## src/hw/rtl/fpfa_pkg.sv

```systemverilog
// Package for the fixed partition fit allocator.
// Holds the function and policy codes and the command type shared by the front and back.
// Depends on nothing.
`timescale 1ns / 1ps

package fpfa_pkg;

	// Function codes of an input beat.
	localparam logic [1:0] FUNC_LOAD     = 2'd0;
	localparam logic [1:0] FUNC_REQUEST  = 2'd1;
	localparam logic [1:0] FUNC_FREE_ALL = 2'd2;
	localparam logic [1:0] FUNC_CLEAR    = 2'd3;

	// Fit policy codes; the unused code behaves as first fit.
	localparam logic [1:0] POL_FIRST = 2'd0;
	localparam logic [1:0] POL_BEST  = 2'd1;
	localparam logic [1:0] POL_WORST = 2'd2;

	// Width of the size fields on the channels.
	localparam int unsigned PORT_SIZE_W = 16;
	// Width of the reported hole index.
	localparam int unsigned PORT_IDX_W  = 4;

	typedef enum logic [1:0] {
		OP_LOAD,
		OP_REQUEST,
		OP_FREE_ALL,
		OP_CLEAR
	} op_t;

	// Classified command passed from the front to the back.
	typedef struct packed {
		op_t                    op;
		logic [PORT_SIZE_W-1:0] size;
	} cmd_t;

	typedef enum logic [1:0] {
		BK_IDLE,
		BK_SCAN,
		BK_RESULT
	} back_state_t;

endpackage

```

## src/hw/rtl/fpfa_if.sv

```systemverilog
// Channel interfaces of the fixed partition fit allocator.
// Carries valid, ready and the payload of the item and result channels.
// Depends on nothing.
`timescale 1ns / 1ps

interface fpfa_item_if;
	logic        valid;
	logic        ready;
	logic [1:0]  func;
	logic [15:0] hole_size_in;
	logic [15:0] request_size;

	modport source (output valid, output func, output hole_size_in, output request_size,
		input ready);
	modport sink (input valid, input func, input hole_size_in, input request_size,
		output ready);
endinterface

interface fpfa_result_if;
	logic        valid;
	logic        ready;
	logic        granted;
	logic [3:0]  hole_index;
	logic [15:0] hole_size_out;

	modport source (output valid, output granted, output hole_index, output hole_size_out,
		input ready);
	modport sink (input valid, input granted, input hole_index, input hole_size_out,
		output ready);
endinterface

```

## src/hw/rtl/fpfa_ram.sv

```systemverilog
// Generic single-write, single-read RAM with a registered read port.
// Depends on nothing.
`timescale 1ns / 1ps

module fpfa_ram #(
	parameter int unsigned WIDTH = 16,
	parameter int unsigned DEPTH = 16
) (
	input  logic                     clk,
	input  logic                     we,
	input  logic [$clog2(DEPTH)-1:0] waddr,
	input  logic [WIDTH-1:0]         wdata,
	input  logic [$clog2(DEPTH)-1:0] raddr,
	output logic [WIDTH-1:0]         rdata
);

	logic [WIDTH-1:0] mem_q [DEPTH];

	// Write port and registered read port.
	always_ff @(posedge clk) begin
		if (we) begin
			mem_q[waddr] <= wdata;
		end
		rdata <= mem_q[raddr];
	end

endmodule

```

## src/hw/rtl/fpfa_front.sv

```systemverilog
// Front of the allocator: accepts item beats, decodes the function code and
// queues the classified commands in a two-entry queue for the back.
// Depends on fpfa_pkg and fpfa_if.
`timescale 1ns / 1ps

module fpfa_front (
	input  logic            clk,
	input  logic            arst_n,
	fpfa_item_if.sink       item,
	output logic            cmd_valid,
	input  logic            cmd_ready,
	output fpfa_pkg::cmd_t  cmd
);

	fpfa_pkg::cmd_t entry_q [2];
	logic           wr_ptr_q;
	logic           rd_ptr_q;
	logic [1:0]     fill_q;
	fpfa_pkg::cmd_t decoded;
	logic           push;
	logic           pop;

	// Classify the incoming beat and keep only the size that its function uses.
	always_comb begin
		decoded.size = item.request_size;
		unique case (item.func)
			fpfa_pkg::FUNC_LOAD: begin
				decoded.op   = fpfa_pkg::OP_LOAD;
				decoded.size = item.hole_size_in;
			end
			fpfa_pkg::FUNC_REQUEST:  decoded.op = fpfa_pkg::OP_REQUEST;
			fpfa_pkg::FUNC_FREE_ALL: decoded.op = fpfa_pkg::OP_FREE_ALL;
			default:                 decoded.op = fpfa_pkg::OP_CLEAR;
		endcase
	end

	assign item.ready = (fill_q != 2'd2);
	assign push       = item.valid && item.ready;
	assign cmd_valid  = (fill_q != 2'd0);
	assign pop        = cmd_valid && cmd_ready;
	assign cmd        = entry_q[rd_ptr_q];

	// Queue storage.
	always_ff @(posedge clk) begin
		if (push) begin
			entry_q[wr_ptr_q] <= decoded;
		end
	end

	// Queue pointers and fill level.
	always_ff @(posedge clk or negedge arst_n) begin
		if (!arst_n) begin
			wr_ptr_q <= 1'b0;
			rd_ptr_q <= 1'b0;
			fill_q   <= 2'd0;
		end else begin
			if (push) begin
				wr_ptr_q <= ~wr_ptr_q;
			end
			if (pop) begin
				rd_ptr_q <= ~rd_ptr_q;
			end
			if (push && !pop) begin
				fill_q <= fill_q + 2'd1;
			end else if (pop && !push) begin
				fill_q <= fill_q - 2'd1;
			end
		end
	end

endmodule

```

## src/hw/rtl/fpfa_back.sv

```systemverilog
// Back of the allocator: holds the hole table, runs the fit scan over the stored
// holes one entry a cycle and drives the result register.
// Depends on fpfa_pkg, fpfa_if and fpfa_ram.
`timescale 1ns / 1ps

module fpfa_back #(
	parameter int unsigned MAX_HOLES = 16,
	parameter int unsigned SIZE_BITS = 16
) (
	input  logic            clk,
	input  logic            arst_n,
	input  logic            cfg_we,
	input  logic [1:0]      cfg_data,
	input  logic            cmd_valid,
	output logic            cmd_ready,
	input  fpfa_pkg::cmd_t  cmd,
	fpfa_result_if.source   result
);

	localparam int unsigned IDX_W  = $clog2(MAX_HOLES);
	localparam int unsigned CNT_W  = $clog2(MAX_HOLES + 1);
	localparam int unsigned CMP_W  = (SIZE_BITS > fpfa_pkg::PORT_SIZE_W) ?
		SIZE_BITS : fpfa_pkg::PORT_SIZE_W;
	localparam int unsigned IDXX_W = (IDX_W > fpfa_pkg::PORT_IDX_W) ?
		IDX_W : fpfa_pkg::PORT_IDX_W;

	fpfa_pkg::back_state_t state_q;
	fpfa_pkg::back_state_t state_d;

	logic [1:0]           policy_q;
	logic [CNT_W-1:0]     count_q;
	logic [MAX_HOLES-1:0] free_q;
	logic [CMP_W-1:0]     want_q;
	logic [CNT_W-1:0]     rd_idx_q;
	logic                 rd_vld_s1;
	logic [IDX_W-1:0]     idx_s1;
	logic                 found_q;
	logic [IDX_W-1:0]     pick_q;
	logic [CMP_W-1:0]     pick_size_q;

	logic                 res_valid_q;
	logic                 granted_q;
	logic [3:0]           index_q;
	logic [15:0]          size_out_q;

	logic                 ram_we;
	logic [SIZE_BITS-1:0] ram_rdata;
	logic [CMP_W-1:0]     load_ext;
	logic [CMP_W-1:0]     entry_size;
	logic                 issue;
	logic                 scan_done;
	logic                 fits;
	logic                 better;
	logic                 take_cmd;
	logic                 out_free;
	logic [IDXX_W-1:0]    pick_ext;

	assign load_ext   = CMP_W'(cmd.size);
	assign entry_size = CMP_W'(ram_rdata);
	assign pick_ext   = IDXX_W'(pick_q);

	assign cmd_ready = (state_q == fpfa_pkg::BK_IDLE);
	assign take_cmd  = cmd_valid && cmd_ready;
	assign ram_we    = take_cmd && (cmd.op == fpfa_pkg::OP_LOAD) &&
		(count_q < CNT_W'(MAX_HOLES));
	assign issue     = (state_q == fpfa_pkg::BK_SCAN) && (rd_idx_q < count_q);
	assign scan_done = (state_q == fpfa_pkg::BK_SCAN) && !issue && !rd_vld_s1;
	assign out_free  = !res_valid_q || result.ready;

	// Hole sizes; the write address is the next free slot, the read address the scan index.
	fpfa_ram #(
		.WIDTH (SIZE_BITS),
		.DEPTH (MAX_HOLES)
	) u_sizes (
		.clk   (clk),
		.we    (ram_we),
		.waddr (count_q[IDX_W-1:0]),
		.wdata (load_ext[SIZE_BITS-1:0]),
		.raddr (rd_idx_q[IDX_W-1:0]),
		.rdata (ram_rdata)
	);

	// A returned entry fits if it is free and at least the request; the policy
	// decides whether it replaces the current pick. Strict compares keep the
	// lowest index on ties.
	always_comb begin
		fits   = rd_vld_s1 && free_q[idx_s1] && (entry_size >= want_q);
		better = !found_q ||
			((policy_q == fpfa_pkg::POL_BEST)  && (entry_size < pick_size_q)) ||
			((policy_q == fpfa_pkg::POL_WORST) && (entry_size > pick_size_q));
	end

	// Next state.
	always_comb begin
		state_d = state_q;
		unique case (state_q)
			fpfa_pkg::BK_IDLE: begin
				if (take_cmd && (cmd.op == fpfa_pkg::OP_REQUEST)) begin
					state_d = fpfa_pkg::BK_SCAN;
				end
			end
			fpfa_pkg::BK_SCAN: begin
				if (scan_done) begin
					state_d = fpfa_pkg::BK_RESULT;
				end
			end
			fpfa_pkg::BK_RESULT: begin
				if (out_free) begin
					state_d = fpfa_pkg::BK_IDLE;
				end
			end
			default: state_d = fpfa_pkg::BK_IDLE;
		endcase
	end

	always_ff @(posedge clk or negedge arst_n) begin
		if (!arst_n) begin
			state_q <= fpfa_pkg::BK_IDLE;
		end else begin
			state_q <= state_d;
		end
	end

	// Policy register, hole count, free marks and scan control.
	always_ff @(posedge clk or negedge arst_n) begin
		if (!arst_n) begin
			policy_q  <= fpfa_pkg::POL_FIRST;
			count_q   <= '0;
			free_q    <= '0;
			rd_idx_q  <= '0;
			rd_vld_s1 <= 1'b0;
			found_q   <= 1'b0;
		end else begin
			if (cfg_we) begin
				policy_q <= cfg_data;
			end
			rd_vld_s1 <= issue;
			if (issue) begin
				rd_idx_q <= rd_idx_q + CNT_W'(1);
			end
			if (fits && better) begin
				found_q <= 1'b1;
			end
			if (take_cmd) begin
				case (cmd.op)
					fpfa_pkg::OP_LOAD: begin
						if (ram_we) begin
							free_q[count_q[IDX_W-1:0]] <= 1'b1;
							count_q <= count_q + CNT_W'(1);
						end
					end
					fpfa_pkg::OP_REQUEST: begin
						rd_idx_q <= '0;
						found_q  <= 1'b0;
					end
					fpfa_pkg::OP_FREE_ALL: begin
						for (int i = 0; i < MAX_HOLES; i++) begin
							if (CNT_W'(i) < count_q) begin
								free_q[i] <= 1'b1;
							end
						end
					end
					default: begin
						count_q <= '0;
						free_q  <= '0;
					end
				endcase
			end
			if ((state_q == fpfa_pkg::BK_RESULT) && out_free && found_q) begin
				free_q[pick_q] <= 1'b0;
			end
		end
	end

	// Scan datapath: returned index, requested size and current pick.
	always_ff @(posedge clk) begin
		idx_s1 <= rd_idx_q[IDX_W-1:0];
		if (take_cmd) begin
			want_q <= load_ext;
		end
		if (fits && better) begin
			pick_q      <= idx_s1;
			pick_size_q <= entry_size;
		end
	end

	// Result register; a failed request reports zeros.
	always_ff @(posedge clk or negedge arst_n) begin
		if (!arst_n) begin
			res_valid_q <= 1'b0;
		end else if ((state_q == fpfa_pkg::BK_RESULT) && out_free) begin
			res_valid_q <= 1'b1;
		end else if (result.ready) begin
			res_valid_q <= 1'b0;
		end
	end

	always_ff @(posedge clk) begin
		if ((state_q == fpfa_pkg::BK_RESULT) && out_free) begin
			granted_q  <= found_q;
			index_q    <= found_q ? pick_ext[3:0] : 4'd0;
			size_out_q <= found_q ? pick_size_q[15:0] : 16'd0;
		end
	end

	assign result.valid         = res_valid_q;
	assign result.granted       = granted_q;
	assign result.hole_index    = index_q;
	assign result.hole_size_out = size_out_q;

endmodule

```

## src/hw/rtl/fixed_partition_fit_allocator.sv

```systemverilog
// Top level of the fixed partition fit allocator.
// Joins the front, the back and the one-register configuration port.
// Depends on fpfa_pkg, fpfa_if, fpfa_front and fpfa_back.
//
// Use:
//   item   - input beats: func selects load hole, allocation request, free all
//            or clear table; hole_size_in and request_size give the sizes.
//   result - one beat for each allocation request: granted, hole_index and
//            hole_size_out; loads, free-all and clear give no result beat.
//   cfg_we / cfg_data - write the fit policy (first, best or worst fit).
// Timing:
//   Load, free-all and clear are done in the back while it stays idle. A request
//   scans the stored holes one entry a cycle through the registered read port of
//   the size memory, then moves its pick to the output register; the back takes
//   no new command until that result has been written to the output register.
//   A two-entry command queue sits between front and back, so beats are taken
//   while the back scans. A stalled result holds in the output register; the
//   next request waits at the end of its scan until that beat is taken.
// Reset: clears the policy to first fit, empties the table and the queue.
`timescale 1ns / 1ps

module fixed_partition_fit_allocator #(
	parameter int unsigned MAX_HOLES = 16,
	parameter int unsigned SIZE_BITS = 16
) (
	input  logic        clk,
	input  logic        arst_n,
	fpfa_item_if.sink   item,
	fpfa_result_if.source result,
	input  logic        cfg_we,
	input  logic [1:0]  cfg_data
);

	logic           cmd_valid;
	logic           cmd_ready;
	fpfa_pkg::cmd_t cmd;

	fpfa_front u_front (
		.clk       (clk),
		.arst_n    (arst_n),
		.item      (item),
		.cmd_valid (cmd_valid),
		.cmd_ready (cmd_ready),
		.cmd       (cmd)
	);

	fpfa_back #(
		.MAX_HOLES (MAX_HOLES),
		.SIZE_BITS (SIZE_BITS)
	) u_back (
		.clk       (clk),
		.arst_n    (arst_n),
		.cfg_we    (cfg_we),
		.cfg_data  (cfg_data),
		.cmd_valid (cmd_valid),
		.cmd_ready (cmd_ready),
		.cmd       (cmd),
		.result    (result)
	);

endmodule

```

## src/flat_wrapper.sv

```systemverilog
// flat-port wrapper written by rule: the top's interface ports become plain ports
module fixed_partition_fit_allocator_flat 
#(
	parameter int unsigned MAX_HOLES = 16,
	parameter int unsigned SIZE_BITS = 16
)
  (clk, arst_n, cfg_we, cfg_data, item_valid, item_func, item_hole_size_in, item_request_size, item_ready, result_valid, result_granted, result_hole_index, result_hole_size_out, result_ready);
  fpfa_item_if item_i ();
  fpfa_result_if result_i ();
  input  logic clk;
  input  logic arst_n;
  input  logic cfg_we;
  input  logic [1:0] cfg_data;
  input wire logic [$bits(item_i.valid)-1:0] item_valid;
  input wire logic [$bits(item_i.func)-1:0] item_func;
  input wire logic [$bits(item_i.hole_size_in)-1:0] item_hole_size_in;
  input wire logic [$bits(item_i.request_size)-1:0] item_request_size;
  output wire logic [$bits(item_i.ready)-1:0] item_ready;
  output wire logic [$bits(result_i.valid)-1:0] result_valid;
  output wire logic [$bits(result_i.granted)-1:0] result_granted;
  output wire logic [$bits(result_i.hole_index)-1:0] result_hole_index;
  output wire logic [$bits(result_i.hole_size_out)-1:0] result_hole_size_out;
  input wire logic [$bits(result_i.ready)-1:0] result_ready;
  assign item_i.valid = item_valid;
  assign item_i.func = item_func;
  assign item_i.hole_size_in = item_hole_size_in;
  assign item_i.request_size = item_request_size;
  assign item_ready = item_i.ready;
  assign result_valid = result_i.valid;
  assign result_granted = result_i.granted;
  assign result_hole_index = result_i.hole_index;
  assign result_hole_size_out = result_i.hole_size_out;
  assign result_i.ready = result_ready;
  fixed_partition_fit_allocator #(.MAX_HOLES(MAX_HOLES), .SIZE_BITS(SIZE_BITS)) u_core (.clk(clk), .arst_n(arst_n), .item(item_i), .result(result_i), .cfg_we(cfg_we), .cfg_data(cfg_data));
endmodule
```

## config.mk

```make
export PLATFORM = sky130hd
export DESIGN_NAME = fixed_partition_fit_allocator_flat
export DESIGN_NICKNAME = d
export VERILOG_FILES = /design/src/hw/rtl/fpfa_pkg.sv /design/src/hw/rtl/fpfa_if.sv /design/src/hw/rtl/fpfa_ram.sv /design/src/hw/rtl/fpfa_front.sv /design/src/hw/rtl/fpfa_back.sv /design/src/hw/rtl/fixed_partition_fit_allocator.sv /design/src/flat_wrapper.sv
export SDC_FILE = /design/constraint.sdc
export NUM_CORES = 1
export LEC_CHECK = 0
export ABC_AREA = 1
export BUFFER_PORTS_ARGS = -buffer_cell sky130_fd_sc_hd__buf_2
export CORE_MARGIN = 1
export CORE_UTILIZATION = 50
export CTS_BUF_LIST = sky130_fd_sc_hd__clkbuf_4 sky130_fd_sc_hd__clkbuf_8
export CTS_CLUSTER_DIAMETER = 80
export DETAILED_ROUTE_END_ITERATION = 8
export PLACE_DENSITY_LB_ADDON = 0.2
export REMOVE_ABC_BUFFERS = 1
export SYNTH_ARGS = -nofsm -noshare
export SYNTH_HDL_FRONTEND = slang
export SYNTH_SLANG_ARGS = --single-unit
```

## constraint.sdc

```tcl
create_clock -name clk -period 2.7 [get_ports clk]
set_clock_uncertainty 0.1 [all_clocks]
set_input_delay 0.675 -clock clk [delete_from_list [all_inputs] [get_ports clk]]
set_output_delay 0.675 -clock clk [all_outputs]
set_load 0.02 [all_outputs]
```

After elaboration in Yosys (flattened, before gate mapping) --
Memories as Yosys holds them, arrays and structs flattened. A register that Yosys moved wholly into a read port is not among the register bits. Index checks and enable logic that the tools add are counted.
Storage, ports and cells: register bits after elaboration 98, memory bits (writable) 292, logic and storage cells 154, memories kept 2
Operators by class: $add $sub $neg 4, magnitude comparators 26, eq/ne operators 13, mux-type cells 48, bitwise gates (word level) 6, reductions and logical operators 37
Memory list:
- u_core.u_back.u_sizes.mem_q | words 16, width 16, rd ports 1, clocked after Yosys merged registers in 1, wr ports 1, RTL line fpfa_ram.sv:17 | logic [WIDTH-1:0] mem_q [DEPTH];
- u_core.u_front.entry_q | words 2, width 18, rd ports 1, clocked after Yosys merged registers in 0, wr ports 1, RTL line fpfa_front.sv:15 | fpfa_pkg::cmd_t entry_q [2];
Operators with widths (number):
- $mux W16 | 4
- $pmux W16 S3 | 1
- $lt A4 B5 Y1 const A | 8
- $mux W1 | 28
- $lt A3 B5 Y1 const A | 4
- $mux W5 | 4
- $logic_and A1 B1 Y1 | 19
- $and A16 B16 Y16 | 1
- $ge A16 B16 Y1 | 1
- $gt A16 B16 Y1 | 1
- $lt A16 B16 Y1 | 1
- $not A16 Y16 | 1
- $or A16 B16 Y16 | 1
- $lt A4 B5 Y1 const B | 3
- $pmux W2 S3 | 2
- $add A5 B1 Y5 const B | 2
- $lt A1 B5 Y1 const A | 2
- $lt A2 B5 Y1 const A | 2
- $mux W2 | 5
- $ne A2 B2 Y1 const B | 5
- $pmux W5 S2 | 1
- $demux W1 S4 | 2
- $eq A2 B1 Y1 const B | 4
- $eq A2 B2 Y1 const B | 4
- 13 further kinds | 28

Longest topological paths before layout --
depth after elaboration 10, gate-level depth with buffers 14

Cells and area by module --
From an unflattened synthesis, not the netlist that was laid out.
Unflattened totals: cell total of the unflattened synthesis 1823, area total of the unflattened synthesis 18372.6 um^2
By module, submodules not included:
- fpfa_ram | times used 1, cells an instance 1074, area each 11380.9 um^2, seq. area each 8007.7 um^2
- fpfa_back | times used 1, cells an instance 573, area each 5201.2 um^2, seq. area each 2617.5 um^2
- fpfa_front | times used 1, cells an instance 176, area each 1790.5 um^2, seq. area each 1181.1 um^2

Worst setup path after synthesis --
No wires, ideal clock.
path type register to register, from reg u_core.u_front.rd_ptr_q, to mem u_core.u_back.u_sizes.mem_q[11][0], enable pin, library setup time 0.389 ns, arrival time 2.454 ns, setup slack -0.243 ns, stages on the path, launching flop included 10, cell sequence dfrtp_1 -> buf_2 -> clkinv_1 -> or2_2 -> o21ai_0 -> ha_1 -> nand4_2 -> inv_2 -> nand2_1 -> nor2_1
Between the ends: longest elaborated chain between the ends 6
Ends and longest elaborated chain:
- start, declared | RTL line fpfa_front.sv:17 | logic rd_ptr_q;
- start signal, assigned | RTL line fpfa_front.sv:61 | rd_ptr_q <= ~rd_ptr_q;
- $mem_v2 Z2 W18
- $logic_not A2 Y1 | RTL line fpfa_back.sv:64 | assign ram_we = take_cmd && (cmd.op == fpfa_pkg::OP_LOAD) &&
- $logic_and A1 B1 Y1 (2 in a row) | RTL line fpfa_back.sv:64
- $mux W1 | RTL line fpfa_ram.sv:21 | if (we) begin
- $mux W1 (implied by the code) | RTL line fpfa_ram.sv:22 | mem_q[waddr] <= wdata;
- end, declared | RTL line fpfa_ram.sv:17
Every way passes these cells.

Worst setup path in the final report --
from reg u_core.u_front.rd_ptr_q, to mem u_core.u_back.u_sizes.mem_q[2][7], enable pin
The elaborated chain is that of the path after synthesis.

==> flow_summary.json <==
{
  "worst_ep_arrival_time_ns": 2.70,
  "clock.fmax_mhz": 400,
  "worstPathRequired_ns": 2.89,
  "gp_congestion": 0.901,
  "diodes": 0,
  "cts_sinks": 406,
  "power_mw": 21.5,
  "initial_core_util_pct": 51.1,
  "hold-worst-slack_ns": 0.195,
  "die-area_um2": 35200,
  "first_global_vias": 11100,
  "drtIter0Drc": 1112,
  "synthCells": 1501,
  "ys.flop_type": "edfxtp_1",
  "final_area_um2": 19700,
  "cts_tree": "done",
  "start_kind": "flip-flop",
  "cts_max_level": 3,
  "yosysWarnings": 0,
  "async_flop_share_pct": 9.11,
  "grt_pass1_wl_um": 63300,
  "clockBufferDepth": 3,
  "io_buffer_count": 63,
  "place_hpwl_um": 27100,
  "power_density_nw_per_um2": 1090,
  "crit_type": "flip-flop to flip-flop",
  "crit_fanout": 16,
  "grt_antenna_before_repair": 0,
  "route.vias.total": 11500,
  "worst_hold_path_type": "input port to flip-flop",
  "via_per_inst": 5.43,
  "status": "finished clean",
  "die_width_um": 188,
  "gr-usage-all-layers_pct": 23.8,
  "path_clk_slew_ns": 0.06,
  "ant_nets": 0,
  "grt_max_degree": 65,
  "avgSynthCellArea_um2": 11.5,
  "fin_crit_sh_pct": 92.7,
  "slew_headroom_pct": 18.6,
  "core_region_area_um2": 33700,
  "synth_cell_type_count": 37,
  "setup_tns_ns": 0,
  "io_pins": 64,
  "hold_viol": 0,
  "syn_area_um2": 17200,
  "nets": 1706,
  "cts-root-buf": "clkbuf_8",
  "post_dp_cell_area_um2": 18200,
  "fin_crit_ns": 2.50,
  "finalSetupViolations": 0,
  "vdd_ir_drop_max_v": 0.000566,
  "rsz0062_at_grt": "false",
  "ys_ff_latch": 406,
  "cts_buffers": 69,
  "area_growth_pct": 14.2,
  "cp-end-kind": "flip-flop",
  "synth_seq_area_share_pct": 68.5,
  "drtPass1Iterations": 5,
  "wirelength_um": 40800,
  "die_h_um": 188,
  "synth_edf_count": 349,
  "maxCapViolations": 0,
  "postCtsSetupRepairBufs": 0,
  "num_rows": 67,
  "clk_latency_ns": 0.61,
  "drive_above_1_share_pct": 16.0,
  "power_leakage_nw": 7.65,
  "maxSlewViolCount": 0,
  "wire_per_inst_um": 19.2,
  "final_util_pct": 58.4,
  "overflow": 0,
  "worst_pin_slew_ns": 1.22,
  "drc": 0
}
-- report_power, final --
group	switching, mW	internal (mW)	leakage, nW
clock	2.46	3.19	0.756
combinational	4.99	1.95	3.06
sequential	0.474	8.43	3.84
total	7.92	13.6	7.65
-- stage by stage --
step / setup WS (ns) / instances
4_1_cts: 0.139 / 2121
2_1_floorplan: -1.56 / 1438
5_1_grt: 0.0470 / 2121
3_5_place_dp: 0.111 / 1995
3_3_place_gp: 0.151 / 1995
6_report: 0.197 / 2121
-- worst max-delay path, stage by stage (launching register included) --
cell and delay (ns):
dfrtp_1 0.38, clkinv_1 0.10, or2_2 0.27, o21ai_0 0.17, ha_1 0.27, nand4_2 0.14
inv_2 0.11, buf_4 0.12, nand2_1 0.10, nor2_1 0.16, buf_4 0.26
-- cells in the mapped netlist, types with 6 or more instances --
| cell type | count | area [um^2] |
|---|---|---|
| clkbuf_1 | 29 | 109 |
| o32ai_1 | 32 | 280 |
| nor2_1 | 255 | 957 |
| buf_4 | 9 | 67.6 |
| nand3_1 | 50 | 250 |
| edfxtp_1 | 349 | 10500 |
| a21oi_1 | 43 | 215 |
| dfrtp_1 | 37 | 926 |
| mux2_2 | 16 | 180 |
| nand2_1 | 245 | 920 |
| nor2_2 | 6 | 37.5 |
| o21ai_1 | 19 | 95.1 |
| dfxtp_1 | 20 | 400 |
| buf_2 | 20 | 100 |
| o211ai_1 | 34 | 255 |
| o21ai_0 | 123 | 616 |
| inv_2 | 7 | 26.3 |
| nor3_1 | 11 | 55.1 |
| inv_1 | 114 | 428 |
| ha_1 | 46 | 576 |
-- registers in the layout (all words and copies together), names as in the netlist --
name                                flops
u_core.u_back.idx_s1                    4
u_core.u_front.fill_q                   2
u_core.u_back.want_q                   16
u_core.u_front.wr_ptr_q                 1
u_core.u_back.result.granted            1
u_core.u_back.u_sizes.rdata            16
u_core.u_back.result.valid              1
u_core.u_back.u_sizes.mem_q           256
u_core.u_front.rd_ptr_q                 1
u_core.u_back.found_q                   1
u_core.u_back.pick_size_q              16
u_core.u_back.rd_vld_s1                 1
u_core.u_back.free_q                   16
u_core.u_back.result.hole_index         4
u_core.u_back.rd_idx_q                  5
u_core.u_back.result.hole_size_out     16
u_core.u_front.entry_q                 36
u_core.u_back.policy_q                  2
u_core.u_back.count_q                   5
u_core.u_back.state_q                   2
u_core.u_back.pick_ext                  4
-- metal layers --
metal	routed length [um]	up-vias	part of all wire, %	track usage, %
met5	0	-	0	0
met3	3150	72	7.7	4.62
met1	17900	5504	44	32.9
met4	1110	0	2.7	9.51
li1	-	5485	-	-
met2	18600	461	46	37.1
-- placed cells by master, fill, tap and decap left out, drive strengths merged, types with 4 or more instances in the layout --
cell and instances:
a21oi 43, buf 109, clkbuf 104, clkinv 17, clkinvlp 4, dfrtp 37
dfxtp 20, edfxtp 349, ha 46, inv 123, mux2 16, nand2 246
nand3 51, nand4 5, nor2 261, nor3 11, o211ai 34, o21ai 142
o32ai 32
-- what timing repair did --
item,in CTS,in global routing
gates resized for setup,0,3
endpoints found under the hold margin,9,0
hold buffers,1,0
endpoints found under the setup margin,0,65
-- final timing paths --
kind                                                      to                      startpoint  slack, ns  cells past startpoint
max                        u_core.u_back.u_sizes.mem_q[2][7]         u_core.u_front.rd_ptr_q       0.20                     10
min in group asynchronous          u_core.u_back.rd_idx_q[0]                          arst_n       0.38                      2
max reg2reg                u_core.u_back.u_sizes.mem_q[2][7]         u_core.u_front.rd_ptr_q       0.20                     10
min reg2reg                     u_core.u_back.pick_size_q[0]  u_core.u_back.u_sizes.rdata[0]       0.33                      0
min                            u_core.u_front.entry_q[0][16]                    item_func[0]       0.19                      1
max in group asynchronous            u_core.u_front.rd_ptr_q                          arst_n       1.43                      3
-- kinds of logic after synthesis --
logic type,share of synthesized area [%]
buffers and inverters,4.57
muxes,1.05
xor gates and xnor gates,0.203
DFF,68.5
and+or+nand+nor,13.3
adders and majority gates,3.34
AOI/OAI and AO/OA,9.02
-- area by class of cell --
| cell class | instances | area, um^2 |
|---|---|---|
| sequential | 406 | 11800 |
| clock buffer | 104 | 1260 |
| clock inverter | 21 | 181 |
| inverter | 125 | 470 |
| tap | 448 | 561 |
| timing repair buffer | 110 | 746 |
| multi-input combinational | 907 | 4650 |
| fill | 2828 | 14000 |
Note: power is estimated with default switching activity, not from simulation.
